## src/rtl/rsh_pkg.sv

```systemverilog
// Shared types, constants and helpers for the real spherical harmonic evaluator.
// Used by rsh_front, rsh_queue, rsh_back and real_sh_basis_eval.
// No dependencies.
package rsh_pkg;

    // Default width of one direction component at the ports
    localparam int COORD_BITS_DEF = 16;

    // Internal coordinate width: Q1.15 plus one bit so that +1.0 is representable
    localparam int CRD_W = 17;

    // Basis index band*band + band + order, 0 to 24
    localparam int IDX_W = 5;

    // Entries in the queue between front and back
    localparam int QUEUE_DEPTH = 4;

    // Work item handed from the front end to the evaluation pipeline
    typedef struct packed {
        logic                    bad;
        logic [IDX_W-1:0]        idx;
        logic signed [CRD_W-1:0] x;
        logic signed [CRD_W-1:0] y;
        logic signed [CRD_W-1:0] z;
    } rsh_item_t;

    // Coefficients in Q28: constant with 9 decimals, times 2^28, rounded
    localparam logic signed [63:0] QC_D  = 64'sd1000000000;
    localparam logic signed [63:0] QC_H  = 64'sd500000000;
    localparam logic signed [63:0] QC_S  = 64'sd268435456;
    localparam logic signed [63:0] QC_00 = (64'sd282094792  * QC_S + QC_H) / QC_D;
    localparam logic signed [63:0] QC_01 = (64'sd488602512  * QC_S + QC_H) / QC_D;
    localparam logic signed [63:0] QC_04 = (64'sd1092548431 * QC_S + QC_H) / QC_D;
    localparam logic signed [63:0] QC_06 = (64'sd315391565  * QC_S + QC_H) / QC_D;
    localparam logic signed [63:0] QC_08 = (64'sd546274215  * QC_S + QC_H) / QC_D;
    localparam logic signed [63:0] QC_09 = (64'sd590043590  * QC_S + QC_H) / QC_D;
    localparam logic signed [63:0] QC_10 = (64'sd2890611443 * QC_S + QC_H) / QC_D;
    localparam logic signed [63:0] QC_11 = (64'sd457045799  * QC_S + QC_H) / QC_D;
    localparam logic signed [63:0] QC_12 = (64'sd373176333  * QC_S + QC_H) / QC_D;
    localparam logic signed [63:0] QC_14 = (64'sd1445305721 * QC_S + QC_H) / QC_D;
    localparam logic signed [63:0] QC_16 = (64'sd2503342942 * QC_S + QC_H) / QC_D;
    localparam logic signed [63:0] QC_17 = (64'sd1770130770 * QC_S + QC_H) / QC_D;
    localparam logic signed [63:0] QC_18 = (64'sd946174696  * QC_S + QC_H) / QC_D;
    localparam logic signed [63:0] QC_19 = (64'sd669046544  * QC_S + QC_H) / QC_D;
    localparam logic signed [63:0] QC_20 = (64'sd105785547  * QC_S + QC_H) / QC_D;
    localparam logic signed [63:0] QC_22 = (64'sd473087348  * QC_S + QC_H) / QC_D;
    localparam logic signed [63:0] QC_24 = (64'sd625835735  * QC_S + QC_H) / QC_D;

    // Arithmetic right shift, round to nearest, ties away from zero
    function automatic logic signed [63:0] rshr64(input logic signed [63:0] v,
                                                  input int unsigned s);
        logic signed [63:0] h;
        logic signed [63:0] neg;
        h   = 64'sd1 <<< ((s == 0) ? 0 : (s - 1));
        neg = $signed({63'd0, v[63]});
        if (s == 0)
        begin
            return v;
        end
        return (v + h - neg) >>> s;
    endfunction

    // Coefficient table, including the Condon-Shortley sign
    function automatic logic signed [30:0] coef_q28(input logic [IDX_W-1:0] idx);
        logic signed [63:0] c;
        case (idx)
            5'd0:    c = QC_00;
            5'd1:    c = -QC_01;
            5'd2:    c = QC_01;
            5'd3:    c = -QC_01;
            5'd4:    c = QC_04;
            5'd5:    c = -QC_04;
            5'd6:    c = QC_06;
            5'd7:    c = -QC_04;
            5'd8:    c = QC_08;
            5'd9:    c = -QC_09;
            5'd10:   c = QC_10;
            5'd11:   c = -QC_11;
            5'd12:   c = QC_12;
            5'd13:   c = -QC_11;
            5'd14:   c = QC_14;
            5'd15:   c = -QC_09;
            5'd16:   c = QC_16;
            5'd17:   c = -QC_17;
            5'd18:   c = QC_18;
            5'd19:   c = -QC_19;
            5'd20:   c = QC_20;
            5'd21:   c = -QC_19;
            5'd22:   c = QC_22;
            5'd23:   c = -QC_17;
            5'd24:   c = QC_24;
            default: c = 64'sd0;
        endcase
        return c[30:0];
    endfunction

endpackage

```

## src/rtl/rsh_front.sv

```systemverilog
// Front end: accepts directions, checks the band/order index and converts
// coordinates to Q1.15. Depends on rsh_pkg.
module rsh_front #(
    parameter int COORD_BITS = rsh_pkg::COORD_BITS_DEF
) (
    input  logic                          clk,
    input  logic                          rst_n,
    input  logic                          s_axis_tvalid,
    output logic                          s_axis_tready,
    input  logic [2:0]                    band,
    input  logic signed [3:0]             order,
    input  logic signed [COORD_BITS-1:0]  dir_x,
    input  logic signed [COORD_BITS-1:0]  dir_y,
    input  logic signed [COORD_BITS-1:0]  dir_z,
    output logic                          push_valid,
    input  logic                          push_ready,
    output rsh_pkg::rsh_item_t            push_item
);

    localparam int unsigned UP = (COORD_BITS < 16) ? (16 - COORD_BITS) : 0;
    localparam int unsigned DN = (COORD_BITS > 16) ? (COORD_BITS - 16) : 0;

    logic               hold_vld_reg;
    logic               hold_vld_next;
    rsh_pkg::rsh_item_t item_reg;
    rsh_pkg::rsh_item_t item_next;
    logic               take;
    logic signed [5:0]  band_s;
    logic signed [5:0]  order_s;
    logic signed [5:0]  idx_full;

    // Coordinate to Q1.15: round wider inputs to nearest, shift up narrower ones
    function automatic logic signed [rsh_pkg::CRD_W-1:0] to_q15(
        input logic signed [COORD_BITS-1:0] raw);
        logic signed [63:0] v;
        logic signed [63:0] q;
        v = 64'(raw);
        q = (DN > 0) ? rsh_pkg::rshr64(v, DN) : (v <<< UP);
        return q[rsh_pkg::CRD_W-1:0];
    endfunction

    assign s_axis_tready = !hold_vld_reg || push_ready;
    assign take          = s_axis_tvalid && s_axis_tready;

    // Index check and flattening
    assign band_s   = $signed({3'b000, band});
    assign order_s  = 6'(order);
    assign idx_full = 6'(band_s * band_s + band_s + order_s);

    always_comb
    begin
        item_next.bad = (band > 3'd4) || (order_s > band_s) || (order_s < -band_s);
        item_next.idx = idx_full[rsh_pkg::IDX_W-1:0];
        item_next.x   = to_q15(dir_x);
        item_next.y   = to_q15(dir_y);
        item_next.z   = to_q15(dir_z);
    end

    // Holding stage valid
    always_comb
    begin
        if (take)
            hold_vld_next = 1'b1;
        else if (push_ready)
            hold_vld_next = 1'b0;
        else
            hold_vld_next = hold_vld_reg;
    end

    always_ff @(posedge clk or negedge rst_n)
    begin
        if (!rst_n)
            hold_vld_reg <= 1'b0;
        else
            hold_vld_reg <= hold_vld_next;
    end

    always_ff @(posedge clk)
    begin
        if (take)
            item_reg <= item_next;
    end

    assign push_valid = hold_vld_reg;
    assign push_item  = item_reg;

endmodule

```

## config.mk

```make
export PLATFORM = sky130hd
export DESIGN_NAME = rsh_front
export DESIGN_NICKNAME = d
export VERILOG_FILES = /design/src/rtl/rsh_pkg.sv /design/src/rtl/rsh_front.sv
export SDC_FILE = /design/constraint.sdc
export NUM_CORES = 1
export LEC_CHECK = 0
export ABC_AREA = 1
export ABC_CLOCK_PERIOD_IN_PS = 3570
export BUFFER_PORTS_ARGS = -buffer_cell sky130_fd_sc_hd__buf_4
export CAP_MARGIN = 20
export CELL_PAD_IN_SITES_DETAIL_PLACEMENT = 0
export CELL_PAD_IN_SITES_GLOBAL_PLACEMENT = 1
export CORE_ASPECT_RATIO = 1.4
export CORE_MARGIN = 8
export CORE_UTILIZATION = 31
export CTS_CLUSTER_DIAMETER = 150
export DETAILED_ROUTE_END_ITERATION = 8
export GPL_ROUTABILITY_DRIVEN = 0
export PLACE_DENSITY = 0.86
export SLEW_MARGIN = 20
export SYNTH_ARGS = -nofsm -noshare
export SYNTH_HDL_FRONTEND = slang
export SYNTH_SLANG_ARGS = --single-unit
```

## constraint.sdc

```tcl
create_clock -name clk -period 3.57 [get_ports clk]
set_clock_uncertainty 0.15 [all_clocks]
set_input_delay 0.714 -clock clk [delete_from_list [all_inputs] [get_ports clk]]
set_output_delay 0.714 -clock clk [all_outputs]
set_load 0.005 [all_outputs]
```

; ---- Yosys cells after proc, flatten, opt, wreduce, memory -nomap -nowiden
; Cells that the tools add are included.
[classes]
reduce_logical = 6
muxes = 2
addsub = 3
order_cmp = 3
mul = 1
[ops]
columns = op, n
row1 = 5-bit by 4-bit adder with 5-bit output, 2
row2 = 4-bit by 6-bit less-than comparator with 1-bit output, 1
row3 = 3-bit negator with 6-bit output, 1
row4 = 3-bit by 3-bit multiplier with 5-bit output, 1
row5 = 4-bit greater-than comparator, 1
row6 = "3-bit greater-than comparator, second input constant", 1
row7 = 1-bit logical OR, 3
row8 = 1-bit 2-to-1 mux, 2
row9 = 2-bit nonzero test, 1
row10 = 1-bit logical AND, 1
row11 = 1-bit logical NOT, 1
[word_totals]
out_inout_bits = 59
word_cells = 21
inputBits = 59
register_bits = 55

; ---- Longest topological paths before layout
[logic_depth]
depth_word = 4
mapped_depth = 13

; ---- Worst setup path after synthesis
; No wires, ideal clock.
[synth_timing]
path_type = input -> register
from = in s_axis_tvalid
to = reg item_reg (netlist bit push_item[0]), enable pin
setup_slack_ns = -0.448
path_buffers = 0
setup_ns = 0.483
stages = 2
arrival_ns = 3.385
required_ns = 2.937
cell_sequence = inv_1 -> a21oi_1
[synth_via]
elab_chain_cells = 1
[synth_rtl]
columns = item, line
row1 = "start, declared", rsh_front.sv:8  ; input logic s_axis_tvalid,
row2 = 1-bit logical AND, rsh_front.sv:43  ; assign take = s_axis_tvalid && s_axis_tready;
row3 = "end signal, assigned", rsh_front.sv:81  ; item_reg <= item_next;
row4 = "end, declared", rsh_front.sv:25  ; rsh_pkg::rsh_item_t item_reg;
; No other way between the ends.
; A chain may end at the register's enable or synchronous reset.

; ---- Worst setup path after layout
[layout_timing]
from = in band[0]
to = reg item_reg (netlist bit push_item[55]), data pin
[layout_via]
elab_chain_cells = 3
[layout_rtl]
columns = item, line
row1 = "start, declared", rsh_front.sv:10  ; input logic [2:0] band,
row2 = 3-bit by 3-bit multiplier with 5-bit output, rsh_front.sv:48  ; assign idx_full = 6'(band_s * band_s + band_s + order_s);
row3 = 5-bit by 4-bit adder with 5-bit output * (2 in a row), rsh_front.sv:48
row4 = named net idx_full[4], rsh_front.sv:30  ; logic signed [5:0] idx_full;
; The timed path passes the listed nets; every way through them passes the cells marked *.

==> metrics.txt <==
worst path cell trace buf_4 -> inv_1 -> ha_1 -> ha_1 -> or2_2 -> ha_1 -> fa_1 -> inv_1 -> nand2_1 -> nand3_1 -> nand2_1 -> nand2_1 -> nand2_1; GRT Resource Usage Total 9.92%; wire per inst 14.1 um; FF-to-FF setup slack 1.76 ns; post-route ant nets 0; final setup fails 0; Sequential Power Share 59.7%; top cell type's share of synthesized area 74.6%; clock buffer count from CTS 5; First-pass DRT Iterations 3; max-slew violations 0; die area 9980 um^2; DRC Markers 0; Data arrival, critical path 2.66 ns; Sw Ratio 21.6%; Worst path top cell family by delay adder cells; Ys Warns 0; crit path time final 2.75 ns; hold path depth 1; first-pass GRT wire length 7380 um; ant diodes 0; Die X 86.8 um; Rows 36; RSZ-0062 raised after global routing no; Clock power frac 24.9%; CTS tree done; Synth Instances 137; post-layout util 47.5%; PwrDens 393 nW/um^2; Yosys top cell by area edfxtp_1; top-level I/O count 118; WL final 5020 um; GR Overflow Total 0; clk buf depth 2; cell-internal power 1.01 mW; Sink Count 55; Syn Nets 215; Crit path largest cell delay 0.45 ns; final HPWL from detailed placement 4350 um; Comb pwr share 15.4%; Initial Utilization 31.5%; Buf+Inv Stages, Crit Path 3; CP Capture Type flop; worst skew pair latency 0.30 ns; fmax 0.364 GHz; root buf cell clkbuf_8; Leak 1.50 nW; Worst slew margin 50.1%; Post-CTS Setup Bufs 0; Vias/cell 4.02; number of global-route vias before repair 1503; largest net degree at the start of global routing 34; H-tree level count 2; PostCTS Resize Cnt 0; Final nets 338; design area 3280 um^2; initial antenna violation count 0; P&R area growth vs syn 50.8%; Worst path depth 13; Synth Cell Area 2170 um^2; Die Span Y 115 um; Final Hold Viols 0; R2R depth 2; CP Launch Type input pin; non-filler cells, final 356; Cell Area, Placed 3180 um^2; # port buffers 117; slowest CP cell fa_1; Iter 0 DRT Violations 38; worst vdd ir 0.155 mV; CORE AREA 6890 um^2; worst-path fanout max 5; number of synthesized register bits 55; synthesized area per cell 15.9 um^2; synth top area cells edfxtp_1 75%, ha_1 9.8%, nand2_1 4.0%; Worst Path Class, Setup in2reg; Tot Pwr 1.29 mW; Critical Path RT 3.49 ns; max-cap violations 0; final period utilization 76.9%; status finished, final reports clean; vias 1432; placed insts 347; Fin Setup TNS 0 ns; Min-Delay Path Class in2reg; sequential share of the synthesized area 75.8%; sw power 0.278 mW; slew at the pin closest to its max-slew limit 0.747 ns; post-synthesis cell type count 16; share of layout cells above drive strength 1 49.0%; most frequent CP cell nand2_1; clock-pin slew on the worst setup and hold paths 0.09 ns
-- cells by family (layout without fill, tap and decap cells) --
family	Yosys count	in the layout	share of synthesized area [%]
AO/OA/AOI/OAI	4	4	1.15
adder cells (fa/ha/maj)	19	19	11.6
flip-flops	55	55	75.8
AND/OR/NAND/NOR	33	33	6.22
buffers and inverters	25	149	4.84
XOR/XNOR	1	1	0.403
-- layer usage --
metal	vias up	share of wire (%)	global-route usage (%)	wire (um)
met1	641	35	8.97	1740
met3	6	9.7	3.36	485
li1	708	-	-	-
met4	0	2.0	5.54	100
met5	-	0	0	0
met2	77	54	18.6	2690
-- synthesized netlist by cell type --
library cell and instances:
inv_1 22, nor3_1 1, edfxtp_1 54, o21bai_1 2, nand3b_1 1, xnor2_1 1, dfrtp_1 1, nand4_1 1
nand2_1 23, ha_1 17, or2_2 1, a21oi_1 2, nor2_1 5, buf_4 3, fa_1 2, nand3_1 1
-- final timing paths --
path | start | endpoint
worst max register to register | push_valid | push_item[24]
worst max-delay path | band[0] | push_item[55]
worst min register to register | push_valid | push_valid
min in group asynchronous | rst_n | push_valid
max in group asynchronous | rst_n | push_valid
worst min-delay path | dir_x[9] | push_item[43]
-- per-stage QoR --
stage,hold slack (ns),setup slack [ns]
floorplan,0.268,0.649
global placement,0.341,0.535
finish,0.429,0.823
detailed placement,0.343,0.494
global route,0.408,0.676
CTS,0.413,0.833
-- worst register-to-register path, cell delays in order, from the launching register on --
cell and delay, ns:
dfrtp_1 0.44, a21oi_4 0.63, buf_12 0.29
-- state kept, by name, indices dropped and copies added (netlist names) --
name and count:
push_item 54, push_valid 1
-- power by group through the flow --
| stage | Combinational (mW) | Clock [mW] | Sequential, mW |
|---|---|---|---|
| after floorplan | 0.0630 | 0 | 0.790 |
| after CTS | 0.205 | 0.340 | 0.770 |
| after global placement | 0.199 | 0 | 0.783 |
| after detailed placement | 0.203 | 0 | 0.785 |
| after global routing | 0.223 | 0.364 | 0.773 |
| final | 0.198 | 0.321 | 0.769 |
-- repair_timing --
action / in CTS / in global routing
hold buffers: 1 / 0
hold endpoints to repair: 1 / 0
endpoints found under the setup margin: 0 / 0
-- final cells by class --
| type | instances | area [um^2] |
|---|---|---|
| multi-input cells | 57 | 433 |
| clock buffers | 5 | 68.8 |
| flip-flops and latches | 55 | 1650 |
| well taps | 95 | 119 |
| repair buffers | 119 | 908 |
| fillers | 597 | 3610 |
| inverters | 22 | 82.6 |
| clock inverters | 3 | 18.8 |
-- cells in the final DEF, fill, tap and decap left out, drive strengths merged, types with 2 or more instances in the layout --
cell / Yosys / routed
o21bai: 2 / 2
inv: 22 / 23
nor2: 5 / 5
ha: 17 / 17
edfxtp: 54 / 54
a21oi: 2 / 2
fa: 2 / 2
clkinv: 0 / 2
clkbuf: 0 / 5
nand2: 23 / 23
buf: 3 / 118
No activity file was read; power rests on OpenSTA's default activity.
