File: src/rtl/rsh_pkg.sv
// Shared types, constants and helpers for the real spherical harmonic evaluator.
// Used by rsh_front, rsh_queue, rsh_back and real_sh_basis_eval.
// No dependencies.
package rsh_pkg;

    // Default width of one direction component at the ports
    localparam int COORD_BITS_DEF = 16;

    // Internal coordinate width: Q1.15 plus one bit so that +1.0 is representable
    localparam int CRD_W = 17;

    // Basis index band*band + band + order, 0 to 24
    localparam int IDX_W = 5;

    // Entries in the queue between front and back
    localparam int QUEUE_DEPTH = 4;

    // Work item handed from the front end to the evaluation pipeline
    typedef struct packed {
        logic                    bad;
        logic [IDX_W-1:0]        idx;
        logic signed [CRD_W-1:0] x;
        logic signed [CRD_W-1:0] y;
        logic signed [CRD_W-1:0] z;
    } rsh_item_t;

    // Coefficients in Q28: constant with 9 decimals, times 2^28, rounded
    localparam logic signed [63:0] QC_D  = 64'sd1000000000;
    localparam logic signed [63:0] QC_H  = 64'sd500000000;
    localparam logic signed [63:0] QC_S  = 64'sd268435456;
    localparam logic signed [63:0] QC_00 = (64'sd282094792  * QC_S + QC_H) / QC_D;
    localparam logic signed [63:0] QC_01 = (64'sd488602512  * QC_S + QC_H) / QC_D;
    localparam logic signed [63:0] QC_04 = (64'sd1092548431 * QC_S + QC_H) / QC_D;
    localparam logic signed [63:0] QC_06 = (64'sd315391565  * QC_S + QC_H) / QC_D;
    localparam logic signed [63:0] QC_08 = (64'sd546274215  * QC_S + QC_H) / QC_D;
    localparam logic signed [63:0] QC_09 = (64'sd590043590  * QC_S + QC_H) / QC_D;
    localparam logic signed [63:0] QC_10 = (64'sd2890611443 * QC_S + QC_H) / QC_D;
    localparam logic signed [63:0] QC_11 = (64'sd457045799  * QC_S + QC_H) / QC_D;
    localparam logic signed [63:0] QC_12 = (64'sd373176333  * QC_S + QC_H) / QC_D;
    localparam logic signed [63:0] QC_14 = (64'sd1445305721 * QC_S + QC_H) / QC_D;
    localparam logic signed [63:0] QC_16 = (64'sd2503342942 * QC_S + QC_H) / QC_D;
    localparam logic signed [63:0] QC_17 = (64'sd1770130770 * QC_S + QC_H) / QC_D;
    localparam logic signed [63:0] QC_18 = (64'sd946174696  * QC_S + QC_H) / QC_D;
    localparam logic signed [63:0] QC_19 = (64'sd669046544  * QC_S + QC_H) / QC_D;
    localparam logic signed [63:0] QC_20 = (64'sd105785547  * QC_S + QC_H) / QC_D;
    localparam logic signed [63:0] QC_22 = (64'sd473087348  * QC_S + QC_H) / QC_D;
    localparam logic signed [63:0] QC_24 = (64'sd625835735  * QC_S + QC_H) / QC_D;

    // Arithmetic right shift, round to nearest, ties away from zero
    function automatic logic signed [63:0] rshr64(input logic signed [63:0] v,
                                                  input int unsigned s);
        logic signed [63:0] h;
        logic signed [63:0] neg;
        h   = 64'sd1 <<< ((s == 0) ? 0 : (s - 1));
        neg = $signed({63'd0, v[63]});
        if (s == 0)
        begin
            return v;
        end
        return (v + h - neg) >>> s;
    endfunction

    // Coefficient table, including the Condon-Shortley sign
    function automatic logic signed [30:0] coef_q28(input logic [IDX_W-1:0] idx);
        logic signed [63:0] c;
        case (idx)
            5'd0:    c = QC_00;
            5'd1:    c = -QC_01;
            5'd2:    c = QC_01;
            5'd3:    c = -QC_01;
            5'd4:    c = QC_04;
            5'd5:    c = -QC_04;
            5'd6:    c = QC_06;
            5'd7:    c = -QC_04;
            5'd8:    c = QC_08;
            5'd9:    c = -QC_09;
            5'd10:   c = QC_10;
            5'd11:   c = -QC_11;
            5'd12:   c = QC_12;
            5'd13:   c = -QC_11;
            5'd14:   c = QC_14;
            5'd15:   c = -QC_09;
            5'd16:   c = QC_16;
            5'd17:   c = -QC_17;
            5'd18:   c = QC_18;
            5'd19:   c = -QC_19;
            5'd20:   c = QC_20;
            5'd21:   c = -QC_19;
            5'd22:   c = QC_22;
            5'd23:   c = -QC_17;
            5'd24:   c = QC_24;
            default: c = 64'sd0;
        endcase
        return c[30:0];
    endfunction

endpackage

File: src/rtl/rsh_queue.sv
// Short queue of work items between the front end and the evaluation pipeline.
// Depends on rsh_pkg.
module rsh_queue (
    input  logic               clk,
    input  logic               rst_n,
    input  logic               push_valid,
    output logic               push_ready,
    input  rsh_pkg::rsh_item_t push_item,
    output logic               pop_valid,
    input  logic               pop_ready,
    output rsh_pkg::rsh_item_t pop_item
);

    localparam int PTR_W = $clog2(rsh_pkg::QUEUE_DEPTH);
    localparam int CNT_W = $clog2(rsh_pkg::QUEUE_DEPTH + 1);

    rsh_pkg::rsh_item_t slot_reg [rsh_pkg::QUEUE_DEPTH];
    logic [PTR_W-1:0]   wr_ptr_reg;
    logic [PTR_W-1:0]   wr_ptr_next;
    logic [PTR_W-1:0]   rd_ptr_reg;
    logic [PTR_W-1:0]   rd_ptr_next;
    logic [CNT_W-1:0]   count_reg;
    logic [CNT_W-1:0]   count_next;
    logic               do_push;
    logic               do_pop;

    // Full does not look at pop, so no path runs from back to front
    assign push_ready = (count_reg != CNT_W'(rsh_pkg::QUEUE_DEPTH));
    assign pop_valid  = (count_reg != '0);
    assign pop_item   = slot_reg[rd_ptr_reg];
    assign do_push    = push_valid && push_ready;
    assign do_pop     = pop_valid && pop_ready;

    // Pointer and fill update
    always_comb
    begin
        wr_ptr_next = do_push ? PTR_W'(wr_ptr_reg + 1'b1) : wr_ptr_reg;
        rd_ptr_next = do_pop ? PTR_W'(rd_ptr_reg + 1'b1) : rd_ptr_reg;
        count_next  = count_reg;
        if (do_push && !do_pop)
            count_next = CNT_W'(count_reg + 1'b1);
        else if (do_pop && !do_push)
            count_next = CNT_W'(count_reg - 1'b1);
    end

    always_ff @(posedge clk or negedge rst_n)
    begin
        if (!rst_n)
        begin
            wr_ptr_reg <= '0;
            rd_ptr_reg <= '0;
            count_reg  <= '0;
        end
        else
        begin
            wr_ptr_reg <= wr_ptr_next;
            rd_ptr_reg <= rd_ptr_next;
            count_reg  <= count_next;
        end
    end

    always_ff @(posedge clk)
    begin
        if (do_push)
            slot_reg[wr_ptr_reg] <= push_item;
    end

endmodule

File: config.mk
export PLATFORM = sky130hd
export DESIGN_NAME = rsh_queue
export DESIGN_NICKNAME = d
export VERILOG_FILES = /design/src/rtl/rsh_pkg.sv /design/src/rtl/rsh_queue.sv
export SDC_FILE = /design/constraint.sdc
export NUM_CORES = 1
export LEC_CHECK = 0
export ABC_AREA = 0
export BUFFER_PORTS_ARGS = -buffer_cell sky130_fd_sc_hd__buf_4
export CAP_MARGIN = 15
export CELL_PAD_IN_SITES_DETAIL_PLACEMENT = 1
export CELL_PAD_IN_SITES_GLOBAL_PLACEMENT = 1
export CORE_ASPECT_RATIO = 1.25
export CORE_MARGIN = 2
export CORE_UTILIZATION = 25
export DETAILED_ROUTE_END_ITERATION = 16
export MAX_ROUTING_LAYER = met4
export PLACE_DENSITY = 0.44
export SYNTH_ARGS = -nofsm -noshare
export SYNTH_HDL_FRONTEND = slang
export SYNTH_SLANG_ARGS = --single-unit
File: constraint.sdc
create_clock -name clk -period 3.2 [get_ports clk]
set_clock_uncertainty 0.2 [all_clocks]
set_input_delay 0.16 -clock clk [delete_from_list [all_inputs] [get_ports clk]]
set_output_delay 0.16 -clock clk [all_outputs]
set_load 0.005 [all_outputs]
# Word level (Yosys, flattened, before mapping)
# Memories as Yosys holds them, arrays and structs flattened.
# Index checks and enable logic that the tools add are counted.
[classes]
n_addsub = 4
n_reduce_logical = 8
muxes = 4
eq_ne = 1
[ops]
columns = ["op", "count"]
rows = [
  ["3-bit two-way mux", 2],
  ["2-bit by 1-bit adder with 2-bit output (second input constant)", 2],
  ["1-bit logical AND", 4],
  ["3-bit by 1-bit adder with 3-bit output (second input constant)", 1],
  ["3-bit != test (second input constant)", 1],
  ["3-bit nonzero test", 1],
  ["3-bit by 1-bit subtractor with 3-bit output (second input constant)", 1],
  ["1-bit zero test", 2],
  ["1-bit two-way mux", 2],
  ["2-bit nonzero test", 1],
]
[totals]
word_cells = 21
memories = 1
mem_bits_rw = 228
output_inout_bits = 59
ff_bits = 7
[memory_table]
columns = ["memory", "depth", "word_bits", "read_ports", "rd_clocked_by_memory_dff", "wr", "line_no", "text"]
rows = [
  ["slot_reg", 4, 57, 1, 0, 1, "rsh_queue.sv:17", "rsh_pkg::rsh_item_t slot_reg [rsh_pkg::QUEUE_DEPTH];"],
]

# Longest topological paths before layout
# Gate-level depths: netlist of the first run.
[depth]
depth_word = 6
mapped_depth = 8

# Worst setup path after synthesis of the first run
# OpenSTA, ideal clock, no wires.
[synth_path]
path_kind = "register -> register"
from = "reg count_reg[0]"
to = "mem slot_reg[0][0] (netlist bit) (enable)"
n_path_buf = 0
t_arrival_ps = 2124
path_stages_with_launch = 4
setup_ps = 421
setup_slack_ps = 455
period_less_slack_ps = 2745
path_cell_list = "dfrtp_1 nor2_1 a21boi_2 and2_1"
[synth_via]
elab_chain_cells = 4
[synth_rtl]
columns = ["element", "line_no", "text"]
rows = [
  ["start: declaration", "rsh_queue.sv:22", "logic [CNT_W-1:0] count_reg;"],
  ["start signal: assignment", "rsh_queue.sv:58", "count_reg <= count_next;"],
  ["3-bit != test", "rsh_queue.sv:28", "assign push_ready = (count_reg != CNT_W'(rsh_pkg::QUEUE_DEPTH));"],
  ["1-bit logical AND", "rsh_queue.sv:31", "assign do_push = push_valid && push_ready;"],
  ["net do_push", "rsh_queue.sv:24", "logic do_push;"],
  ["1-bit two-way mux", "rsh_queue.sv:64", "if (do_push)"],
  ["1-bit two-way mux (implied by the code)", "rsh_queue.sv:65", "slot_reg[wr_ptr_reg] <= push_item;"],
  ["end: declaration", "rsh_queue.sv:17", ""],
]
# The timed path passes the listed nets, and every way through them passes these cells.

==> metrics.cfg, run 1 <==
[final_layout]
layout_common_cells = 228 x edfxtp_1, 127 x buf_4, 61 x dlygate4sd3_1
nFillCells = 3408
largest_register_ffs = 228
fin_area_sq_um = 11490
final_common_cell = edfxtp_1
fin_nets = 607
drive_gt1_share_pct = 41.73
utilization_pct = 33.57
area_delta_synth_final_pct = 32.93

[sta]
rsz0062_at_grt = no
setup_tns_ns = 0
setup_viol = 0
fin_crit_ns = 2.541
slew_headroom_pct = 64.98
drv_slew = 0
worst_pin_slew_ns = 0.5253
finalHoldViolCount = 0
timing.fmax_mhz = 393.6
fin_crit_sh_pct = 79.40

[die]
rows = 76
start_util_pct = 25.25
io_pins = 120
core-area_sq_um = 34230
die_x_microns = 170.3
design.die.area_sq_um = 36090
die_h_microns = 211.9

[worst_hold_path]
hold_path_class = primary input to flop
hold_depth = 2
hold_path_startpoint = push_item[46]

[power]
power_switching_mw = 2.726
leakage_nw = 3.927
switching_share_pct = 27.41
power_frac_clock_pct = 26.4
peakVddDrop_uv = 360.6
p_per_area_nw_per_um2 = 865.5
pwr-share-comb_pct = 30.0
p_seq_share_pct = 43.6
p_int_mw = 7.219

[route]
vias_per_cell = 4.199
vias = 4140
drc = 0
routed_wirelength_microns = 18650
drt_iter0_drc = 151
wire_per_inst_microns = 18.92
ant_nets = 0
first_pass_iters = 4

[clock_tree]
clkTransAtPathRegs_ns = 0.06
ctsRootBufferMaster = clkbuf_16
clockBufferDepth = 3
cts_buffers = 25
cts.htree.levels = 1
clock_latency_ns = 0.52
cts.sink_count = 235
post_cts_buffers = 0
cts_tree = yes

[synthesis]
synthTopCellsByArea = edfxtp_1 79%, mux4_2 15%, dfrtp_1 2.0%
synthesis.area_sq_um = 8645
synthCells = 333
async_flop_share_pct = 2.979
synth_compound_area_share_pct = 0.1303
ys_seq_area_share_pct = 81.23
yosys_warnings = 0
synth-simple-area-share_pct = 0.5934
syn-num-nets = 400
synthMuxAreaShare_pct = 15.11
yosys.area.top_type_share_pct = 79.20
ys_types = 20
synth_edf_count = 228
synth-xor-area-share_pct = 0.6079
synth_top_family_by_area = multiplexers
synth_top_area_cell = edfxtp_1
ys_dominant_reg_cell = edfxtp_1
ys_ff_latch = 235
syn_avg_cell_area_sq_um = 25.96
synth_fa_ha_area_share_pct = 0.9553

[placement]
io_buffer_count = 119
gp_congestion = 0.6560
place_area_sq_um = 10140
detailed_place_hpwl_microns = 11410

[global_routing]
grt_max_degree = 37
grt_pass1_wl_microns = 28700
antenna_found_initial = 1
grt_pass1_vias = 4752
grt_overflow_total = 0
grt_usage_pct = 11.03

[worst_setup_path]
worstSetupPathType = flop to primary output
r2r_setup_slack_ns = 0.87
critPathMaxFanout = 16
r2r_end = count_reg[2]$_DFFE_PN0P_
arrival_ns = 2.18
end_kind = primary output
crit_end = pop_item[55]
worstSetupStartpointType = flop
r2r-start = count_reg[1]$_DFFE_PN0P_
critPathLaunch = rd_ptr_reg[0]$_DFFE_PN0P_
r2r_cells = 8
cp_data_required_time_ns = 2.84

[run_status]
status = complete, no violations

[job]
drv_cap = 0

stage by stage:
stage	total power, mW	hold WS (ns)	cells	setup WS (ns)
finish	9.946	0.1763	986	0.6593
global route	10.51	0.1576	986	0.5278
CTS	10.23	0.1448	985	0.5691
detailed placement	7.485	-0.2136	881	0.8534
global placement	7.418	-0.2187	881	0.9394
floorplan	5.966	-0.3356	333	0.4548
critical path, stage by stage, from the launching register on:
cell and delay [ns]:
dfrtp_4 0.53, buf_4 0.38, mux4_2 0.58, buf_4 0.16
per-layer routing:
| metal | vias to the layer above | global-route usage (%) | wire length [microns] |
|---|---|---|---|
| met4 | 0 | 3.831 | 414 |
| met2 | 91 | 19.83 | 10180 |
| met3 | 27 | 1.813 | 742 |
| met5 | - | - | 0 |
| met1 | 2189 | 12.36 | 7311 |
| li1 | 1833 | - | - |
power groups by stage:
stage	registers (mW)	logic (mW)	clock network, mW
2_1_floorplan	4.26	1.70	0
3_3_place_gp	4.38	3.04	0
5_1_grt	4.41	3.27	2.83
6_report	4.34	2.98	2.62
3_5_place_dp	4.42	3.06	0
4_1_cts	4.36	3.13	2.74
cell type report:
type | count | area (sq um) | share of cell area, %
Antenna cell | 1 | 2.502 | 0.02178
Clock buffer | 29 | 640.6 | 5.575
Clock inverter | 14 | 92.59 | 0.8058
Inverter | 3 | 11.26 | 0.09800
Multi-Input combinational cell | 82 | 1514 | 13.18
Sequential cell | 235 | 7029 | 61.17
Tap cell | 429 | 536.8 | 4.671
Timing Repair Buffer | 193 | 1664 | 14.48
cells in the mapped netlist, types with 3 or more instances:
cell / count
and2_1: 4
buf_1: 3
buf_2: 3
buf_4: 4
dfrtp_1: 7
edfxtp_1: 228
ha_1: 5
inv_1: 3
mux4_2: 57
xnor2_1: 4
worst min path at each step:
| stage | endpoint |
|---|---|
| 2_1_floorplan | count_reg[0]$_DFFE_PN0P_ |
| 3_3_place_gp | count_reg[0]$_DFFE_PN0P_ |
| 3_5_place_dp | count_reg[0]$_DFFE_PN0P_ |
| 4_1_cts | slot_reg[2][11]$_DFFE_PP_ |
| 5_1_grt | slot_reg[2][46]$_DFFE_PP_ |
| 6_report | slot_reg[3][46]$_DFFE_PP_ |
repair_timing:
| item | 4_1_cts | 5_1_grt |
|---|---|---|
| endpoints found under the hold margin | 240 | 0 |
| hold buffers | 61 | 0 |
| resized for setup | 0 | 0 |
| setup endpoints to repair | 0 | 0 |
cell families after synthesis:
family,count (synthesis)
AOI/OAI and AO/OA,1
xor gates and xnor gates,6
adders and majority gates,6
buffers and inverters,16
DFF,235
muxes,59
and+or+nand+nor,10
Note: power is estimated with default switching activity, not from simulation.
==> inputs of run 2 (changes only) <==
Settings changed: PLACE_DENSITY 0.44 to 0.46.
Clock period 3.2 ns to 2.05 ns, I/O delays scaled along.
==> metrics.cfg, run 2 (synthesis results as in run 1) <==
[route]
routed_wirelength_microns = 19670  ; was 18650 microns
drt_iter0_drc = 159  ; was 151
wire_per_inst_microns = 19.38  ; was 18.92 microns
ant_nets = 0  ; unchanged
vias = 4239  ; was 4140
first_pass_iters = 4  ; unchanged
drc = 0  ; unchanged
vias_per_cell = 4.176  ; was 4.199

[sta]
holdWs_ns = 0.1179  ; was 0.1763 ns
timing.fmax_mhz = 439.5
fin_crit_sh_pct = 111.0
setup_tns_ns = -10.87  ; was 0 ns
fin_crit_ns = 2.275
rsz0062_at_grt = yes  ; was no
final.setup.worst_slack_ns = -0.2255  ; was 0.6593 ns
finalHoldViolCount = 0  ; unchanged
slew_headroom_pct = 75.30  ; was 64.98%
setup_viol = 58  ; was 0
worst_pin_slew_ns = 0.3693  ; was 0.5253 ns
drv_slew = 0  ; unchanged

[final_layout]
largest_register_ffs = 228  ; unchanged
fin_nets = 632  ; was 607
drive_gt1_share_pct = 45.64  ; was 41.73%
layout_common_cells = 228 x edfxtp_1, 96 x buf_4, 61 x dlygate4sd3_1  ; was 228 x edfxtp_1, 127 x buf_4, 61 x dlygate4sd3_1
area_delta_synth_final_pct = 41.53  ; was 32.93%
final_common_cell = edfxtp_1  ; unchanged

[die]
core-area_sq_um = 34230  ; unchanged
rows = 76  ; unchanged
start_util_pct = 25.25  ; unchanged
io_pins = 120  ; unchanged
die_x_microns = 170.3  ; unchanged
design.die.area_sq_um = 36090  ; unchanged
die_h_microns = 211.9  ; unchanged

[worst_setup_path]
end_kind = primary output  ; unchanged
cp_num_buf_inv = 3  ; was 2
slowest_stage = mux4_2  ; unchanged
path_cells = buf_4, clkbuf_16, mux4_2, buf_4  ; was buf_4, mux4_2, buf_4
critical_path.most_common_cell = buf_4  ; unchanged
critPathTopFamily = multiplexers  ; unchanged
worstSetupPathType = flop to primary output  ; unchanged
critPathMaxFanout = 6  ; was 16
worst_path_largest_cell_delay_ns = 0.50  ; was 0.58 ns
worstSetupStartpointType = flop  ; unchanged
arrival_ns = 1.97  ; was 2.18 ns
cp_data_required_time_ns = 1.75  ; was 2.84 ns

[global_routing]
antenna_found_initial = 1  ; unchanged
grt_pass1_wl_microns = 29200  ; was 28700 microns
grt_max_degree = 30  ; was 37
grt_usage_pct = 11.33  ; was 11.03%
grt_pass1_vias = 4908  ; was 4752
grt_overflow_total = 0  ; unchanged

[power]
power_frac_clock_pct = 26.4  ; about the same
switching_share_pct = 26.90  ; was 27.41%
power_switching_mw = 4.703  ; was 2.726 mW
peakVddDrop_uv = 536.3  ; was 360.6 uV
p_int_mw = 12.78  ; was 7.219 mW
pwr-share-comb_pct = 35.8  ; was 30.0%
p_seq_share_pct = 37.8  ; was 43.6%
power_mw = 17.49  ; was 9.946 mW
leakage_nw = 4.229  ; was 3.927 nW
p_per_area_nw_per_um2 = 1429  ; was 865.5 nW/um^2

[clock_tree]
cts.sink_count = 235  ; unchanged
clockBufferDepth = 3  ; unchanged
clkTransAtPathRegs_ns = 0.06  ; about the same
cts.htree.levels = 1  ; unchanged
cts_tree = yes  ; unchanged
clock_latency_ns = 0.52  ; about the same
ctsRootBufferMaster = clkbuf_16  ; unchanged
cts_buffers = 26  ; was 25

[worst_hold_path]
hold_path_class = primary input to flop  ; unchanged

[placement]
gp_congestion = 0.6721  ; was 0.6560
io_buffer_count = 119  ; unchanged
detailed_place_hpwl_microns = 11270  ; was 11410 microns
dpl_worst_slack_ns = -0.1562  ; was 0.8534 ns

[run_status]
status = finished, violations left  ; was complete, no violations
violations = setup timing

[job]
drv_cap = 0  ; unchanged

==> run 2: cell count changes in the layout (fill, tap and decap cells not counted), sizes merged <==
cell	change
bufinv	+2
clkinvlp	+4
clkinv	-2
clkbuf	+5
buf	+21
inv	-1
==> run 2: timing repair <==
action | CTS | global route
pin swaps | 6 | 6
endpoints found under the hold margin | 241 | 0
cloned | 4 | 3
hold buffers | 61 | 0
buffers inserted | 5 | 5
resized for setup | 37 | 14
endpoints found under the setup margin | 59 | 59
==> run 2: area by class of cell <==
class                      count  area (sq um)
inverter                       3         11.26
clock buffer                  31         690.7
multi-input combinational     82          1544
tap                          429         536.8
antenna                        1         2.502
clock inverter                17         167.7
sequential                   235          7029
fill                        3352         22000
timing repair buffer         217          2252
==> run 2: worst paths after layout <==
path	depth (start not counted)	slack, ns	start	to
min reg2reg	2	0.37	count_reg[2]$_DFFE_PN0P_	count_reg[2]$_DFFE_PN0P_
min in group asynchronous	3	0.37	rst_n	rd_ptr_reg[1]$_DFFE_PN0P_
max in group asynchronous	3	0.98	rst_n	rd_ptr_reg[0]$_DFFE_PN0P_
max	4	-0.23	rd_ptr_reg[0]$_DFFE_PN0P_	pop_item[8]
max reg2reg	8	-0.04	count_reg[1]$_DFFE_PN0P_	count_reg[2]$_DFFE_PN0P_
min	2	0.12	push_item[10]	slot_reg[3][10]$_DFFE_PP_
==> run 2: power by group through the flow <==
stage / Combinational (mW) / Sequential [mW] / Clock (mW)
3_5_place_dp: 5.15 / 6.79 / 0
3_3_place_gp: 5.08 / 6.72 / 0
2_1_floorplan: 2.67 / 6.63 / 0
4_1_cts: 6.05 / 6.70 / 4.80
5_1_grt: 6.76 / 6.70 / 4.95
6_report: 6.26 / 6.61 / 4.62
==> run 2: metal layers <==
metal  GRT usage [%]  share of wire, %  up-vias
li1                -                 -     1884
met1           12.71                41     2235
met2           20.40                54       92
met3           1.944               3.8       28
met4           3.743               2.0        0
met5               -                 0        -
==> run 2: stage by stage <==
| stage | cell area, sq um | util (%) | cells |
|---|---|---|---|
| after global routing | 12230 | 35.74 | 1015 |
| final | 12230 | 35.74 | 1015 |
| after global placement | 10290 | 30.07 | 888 |
| after detailed placement | 10290 | 30.07 | 888 |
| after CTS | 12070 | 35.24 | 1006 |
| after floorplan | 8660 | - | 333 |
==> run 2: worst reg2reg max path, cell delays in order (launching register included) <==
cell,delay [ns]
dfrtp_1,0.38
or3_4,0.41
nand2_4,0.08
ha_4,0.13
inv_2,0.04
fa_2,0.34
xor2_1,0.15
nor2_1,0.13
xor2_1,0.16
